$ cat src/piecewise_linear_interpolator_macros.svh
// Assertion macros for the piecewise linear interpolator.
// Used by the top level; no other dependencies.
`ifndef PIECEWISE_LINEAR_INTERPOLATOR_MACROS_SVH
`define PIECEWISE_LINEAR_INTERPOLATOR_MACROS_SVH
`ifndef SYNTHESIS
`define PLI_ASSERT_IMPL(label, clk, rst_n, ante, cons) \
  label: assert property (@(posedge clk) disable iff (!rst_n) (ante) |-> (cons)) \
    else $error("assertion failed");
`define PLI_ASSERT_NEXT(label, clk, rst_n, ante, cons) \
  label: assert property (@(posedge clk) disable iff (!rst_n) (ante) |=> (cons)) \
    else $error("assertion failed");
`else
`define PLI_ASSERT_IMPL(label, clk, rst_n, ante, cons)
`define PLI_ASSERT_NEXT(label, clk, rst_n, ante, cons)
`endif
`endif

$ cat src/pli_pkg.sv
// Shared types and codes for the piecewise linear interpolator.
// No dependencies.
package pli_pkg;

  localparam logic [1:0] CMD_CLEAR    = 2'd0;
  localparam logic [1:0] CMD_INSERT   = 2'd1;
  localparam logic [1:0] CMD_QUERY    = 2'd2;
  localparam logic [1:0] CMD_RESERVED = 2'd3;

  localparam logic [2:0] ST_OK    = 3'd0;
  localparam logic [2:0] ST_LOW   = 3'd1;
  localparam logic [2:0] ST_HIGH  = 3'd2;
  localparam logic [2:0] ST_EMPTY = 3'd3;
  localparam logic [2:0] ST_FULL  = 3'd4;
  localparam logic [2:0] ST_SAT   = 3'd5;

  localparam int unsigned MdWidth = 33;

  typedef enum logic [3:0] {
    S_IDLE, S_SEARCH, S_SCMP, S_SHIFT, S_SHWR, S_INSWR,
    S_QSEL, S_QEDGE0, S_QEDGEH, S_QB, S_QA, S_QMD, S_DONE
  } pli_state_t;

  typedef enum logic [1:0] {
    MD_IDLE, MD_MUL, MD_DIV
  } pli_md_state_t;

endpackage

$ cat src/pli_muldiv.sv
// Serial unit computing (num * mag) / span, one bit per cycle for each phase.
// Depends on pli_pkg; num is below span, so the quotient fits 33 bits.
module pli_muldiv (
  input  logic                           clk,
  input  logic                           rst_n,
  input  logic                           start,
  input  logic [pli_pkg::MdWidth-1:0]    num,
  input  logic [pli_pkg::MdWidth-1:0]    mag,
  input  logic [pli_pkg::MdWidth-1:0]    span,
  output logic                           done,
  output logic [pli_pkg::MdWidth-1:0]    quo
);

  localparam int unsigned W = pli_pkg::MdWidth;

  pli_pkg::pli_md_state_t state_r, state_nxt;
  logic [2*W-1:0]         acc_r, acc_nxt;
  logic [W-1:0]           mcand_r, mcand_nxt;
  logic [W-1:0]           div_r, div_nxt;
  logic [5:0]             cnt_r, cnt_nxt;
  logic                   done_r, done_nxt;
  logic [W:0]             psum;
  logic [W:0]             trial;

  always_comb begin
    state_nxt = state_r;
    unique case (state_r)
      pli_pkg::MD_IDLE: if (start) state_nxt = pli_pkg::MD_MUL;
      pli_pkg::MD_MUL:  if (cnt_r == 6'(W - 1)) state_nxt = pli_pkg::MD_DIV;
      pli_pkg::MD_DIV:  if (cnt_r == 6'(W - 1)) state_nxt = pli_pkg::MD_IDLE;
      default:          state_nxt = pli_pkg::MD_IDLE;
    endcase
  end

  always_comb begin
    acc_nxt   = acc_r;
    mcand_nxt = mcand_r;
    div_nxt   = div_r;
    cnt_nxt   = cnt_r;
    done_nxt  = 1'b0;
    psum      = {1'b0, acc_r[2*W-1:W]} + (acc_r[0] ? {1'b0, mcand_r} : '0);
    trial     = {acc_r[2*W-1:W], acc_r[W-1]};
    unique case (state_r)
      pli_pkg::MD_IDLE: begin
        if (start) begin
          acc_nxt   = {{W{1'b0}}, num};
          mcand_nxt = mag;
          div_nxt   = span;
          cnt_nxt   = '0;
        end
      end
      pli_pkg::MD_MUL: begin
        acc_nxt = {psum, acc_r[W-1:1]};
        cnt_nxt = (cnt_r == 6'(W - 1)) ? '0 : cnt_r + 6'd1;
      end
      pli_pkg::MD_DIV: begin
        if (trial >= {1'b0, div_r}) begin
          acc_nxt = {W'(trial - {1'b0, div_r}), acc_r[W-2:0], 1'b1};
        end else begin
          acc_nxt = {trial[W-1:0], acc_r[W-2:0], 1'b0};
        end
        cnt_nxt  = cnt_r + 6'd1;
        done_nxt = (cnt_r == 6'(W - 1));
      end
      default: ;
    endcase
  end

  always_ff @(posedge clk) begin
    if (!rst_n) begin
      state_r <= pli_pkg::MD_IDLE;
      done_r  <= 1'b0;
    end else begin
      state_r <= state_nxt;
      done_r  <= done_nxt;
    end
    acc_r   <= acc_nxt;
    mcand_r <= mcand_nxt;
    div_r   <= div_nxt;
    cnt_r   <= cnt_nxt;
  end

  assign done = done_r;
  assign quo  = acc_r[W-1:0];

endmodule

$ cat config.mk
export PLATFORM = sky130hd
export DESIGN_NAME = pli_muldiv
export DESIGN_NICKNAME = d
export VERILOG_FILES = /design/src/piecewise_linear_interpolator_macros.svh /design/src/pli_pkg.sv /design/src/pli_muldiv.sv
export SDC_FILE = /design/constraint.sdc
export NUM_CORES = 1
export LEC_CHECK = 0
export BUFFER_PORTS_ARGS = -buffer_cell sky130_fd_sc_hd__clkbuf_2
export CAP_MARGIN = 10
export CORE_AREA = 2 2 132 134
export DETAILED_ROUTE_END_ITERATION = 16
export DIE_AREA = 0 0 134 136
export GPL_ROUTABILITY_DRIVEN = 0
export MAX_ROUTING_LAYER = met4
export PLACE_DENSITY = 0.78
export SLEW_MARGIN = 20
export SYNTH_ARGS = -nofsm -noshare
export SYNTH_HDL_FRONTEND = slang
export SYNTH_SLANG_ARGS = --single-unit
export TNS_END_PERCENT = 1
$ cat constraint.sdc
create_clock -name clk -period 4.3 [get_ports clk]
set_clock_uncertainty 0.15 [all_clocks]
set_input_delay 0.215 -clock clk [delete_from_list [all_inputs] [get_ports clk]]
set_output_delay 0.215 -clock clk [all_outputs]
set_load 0.1 [all_outputs]
==> metrics <==
status=finished clean; Post-DP Area=10400 um^2; initial cell density of the core=0.577; Sw Share=0.466; min Tclk post-route=around 3.9 ns; Critical Path Sink Type=flop; sequential power share=0.288; peak supply drop=approximately 0.00063 V; fin. max-slew vios=0; CTS buffer count=17; fillcell total=around 1200; clk buf depth=2; Synth top cells by count=edfxtp_1, a21oi_1, ha_1, nor2_1, inv_1; Syn Area/Cell=10.1 um^2; clk sinks=about 140; IO Pins=between 100 and 150; Unique masters post-synth=between 70 and 80; synth warn=0; DRC viols=0; worst path required time=4.31 ns; top-count cell post-synth=edfxtp_1; Worst Reg-to-Reg Cells=12; share of layout cells above drive strength 1=0.172; part of the power in combinational logic=0.510; top cells by area, synth=edfxtp_1, ha_1, a21oi_1; CP arrival=slightly below 4 ns; Core Util, Final=0.712; fmax=around 0.26 GHz; RSZ-0062 raised after global routing=false; fin area=12000 um^2; crit path from=acc_r[0]$_DFFE_PP_; R2R Path Start=acc_r[0]$_DFFE_PP_; std cell rows=48; cells after synthesis=a little under 1000; leakage=5.08 nW; WS Path Type=reg -> reg; HP Class=in -> reg; Die ar.=around 18000 um^2; Setup crit start kind=flop; H-tree levels=4; first drt pass iteration count=5; routed vias=roughly 8400; First DRT Iteration DRCs=around 700; clock root buffer master=clkbuf_16; CTS tree=done; async set or reset register ratio after synthesis=0; clock slew at reported path FFs=about 0.070 ns; Final Hold Fails=0; Die X-Extent=between 100 and 150 um; Power Density=roughly 640 nW/um^2; Max transition margin=0.334; synth-to-layout area growth=23.3%; ys flop type=edfxtp_1; Setup TNS=0 ns; core area=between 15000 and 20000 um^2; power share of the clock group=0.201; Final nets=~1300; DR vias/cell=approximately 6; Post-Syn Nets=between 1000 and 1500; post-synth design cell area=about 9700 um^2; Final Routed Wirelength=approximately 26000 um; share of the synthesized area in the top cell type=0.426; Final setup viols=0; pin count of the biggest net entering global routing=a little over 70; Switching Power=around 0.0036 W; DPL Wire Length=between 15000 and 20000 um; Critical R2R Capture=acc_r[61]$_DFFE_PP_; FF+latch count, synth=141; number of synthesized flops with an enable pin=between 100 and 150; final period utilization=0.912; max_cap viols=0; Critical Path Fanout Max=35; total gr overflow=0; DIE HEIGHT=approximately 140 um; Total Routing Usage GR=0.290; R2R Setup Slk=~0.38 ns; later-pin clock latency in the skew report=0.43 ns; initial antenna violation count=0; Internal=between 0.004 and 0.005 W; vias in the first global route=roughly 8200; CP endpoint=acc_r[61]$_DFFE_PP_; first-pass GRT wire length=roughly 40000 um; post-CTS sizing=0; Routed Antenna Nets=0; Slew @ Worst Pin=0.998 ns; post-synth top area cell=edfxtp_1; post-synthesis sequential area ratio=0.432; Avg WL per Cell=around 18 um; Ant. Diodes=0; PortBufs=roughly 140; hold_ws=0.111 ns
==> flip-flops by register name (all words and copies together) (netlist names) <==
signal,cells
acc_r,66
state_r,2
done,1
mcand_r,33
cnt_r,6
div_r,33
==> stage by stage <==
stage | worst slack, ns | instances | power (W)
6_report | 0.380 | 1402 | 0.00773
5_1_grt | 0.129 | 1402 | 0.00814
4_1_cts | 0.450 | 1402 | 0.00765
3_5_place_dp | 0.511 | 1269 | 0.00600
3_3_place_gp | 0.634 | 1269 | 0.00594
2_1_floorplan | 1.16 | 965 | 0.00538
==> timing repair <==
item / in CTS / in global routing
setup buffers: 0 / 0
hold buffers: 101 / 0
setup endpoints to repair: 0 / 0
endpoints found under the hold margin: 102 / 0
==> placed cells by master (no fill, tap or decap), types with 16 or more instances in the layout <==
cell,n
edfxtp_1,138
clkbuf_2,135
dlygate4sd3_1,101
a21oi_1,95
nor2_1,71
ha_1,70
inv_1,56
nand2_1,50
and2_1,39
o21ai_0,35
a22oi_1,34
xnor2_1,26
xor2_1,25
nand3_1,24
a21o_1,23
mux2i_1,21
o22ai_1,19
clkbuf_16,17
and3_1,16
==> layout make-up <==
class                           instances  area [um^2]  share of cell area
Clock buffer                           17          425              0.0354
Clock inverter                         15          196              0.0164
Inverter                               56          210              0.0175
Multi-Input combinational cell        701         4920               0.410
Sequential cell                       141         4200               0.350
Tap cell                              225          282              0.0234
Timing Repair Buffer                  247         1770               0.147
==> metal layers <==
metal / up-vias / wire [um] / global-route usage
met3: 34 / 2010 / 0.0503
met1: 3982 / 10600 / 0.364
met2: 406 / 12700 / 0.485
met4: 0 / 378 / 0.0839
met5: - / 0 / -
li1: 4000 / - / -
==> worst max-delay path: stages, from the launching register on <==
cell and delay, ns:
edfxtp_1 1.01, nand2_1 0.23, inv_1 0.11, ha_1 0.25, a211oi_1 0.27, nor2_1 0.16, o211ai_1 0.28, a21oi_1 0.13
o21ai_0 0.32, nand2_1 0.21, a21oi_1 0.20, mux2i_1 0.21, o211ai_1 0.11
==> power by group through the flow <==
stage / clock [W] / sequential [W] / combinational (W)
5_1_grt: 0.00163 / 0.00226 / 0.00425
3_3_place_gp: 0 / 0.00224 / 0.00370
3_5_place_dp: 0 / 0.00224 / 0.00376
4_1_cts: 0.00157 / 0.00222 / 0.00387
6_report: 0.00156 / 0.00223 / 0.00395
2_1_floorplan: 0 / 0.00213 / 0.00325
==> kinds of logic (layout without fill, tap and decap cells) <==
kind of cell             Yosys count  count (layout)  synth area share
flip-flops                       141             141             0.432
XOR/XNOR                          51              51            0.0459
AND/OR/NAND/NOR                  252             252             0.130
multiplexers                      23              23            0.0239
buffers and inverters            123             335            0.0633
AO/OA/AOI/OAI                    302             302             0.210
adder cells (fa/ha/maj)           73              73            0.0953
==> how the worst min path moves through the flow <==
stage,start,to,slack (ns),cells after the start
after floorplan,span[0],div_r[0]$_DFFE_PP_,0.16,0
after detailed placement,mag[21],mcand_r[21]$_DFFE_PP_,0.24,1
after global routing,start,state_r[1]$_SDFFE_PN0P_,0.15,5
after CTS,start,state_r[1]$_SDFFE_PN0P_,0.10,5
final,start,state_r[1]$_SDFFE_PN0P_,0.11,5
after global placement,span[4],div_r[4]$_DFFE_PP_,0.24,1
No activity file was read; power rests on OpenSTA's default activity.
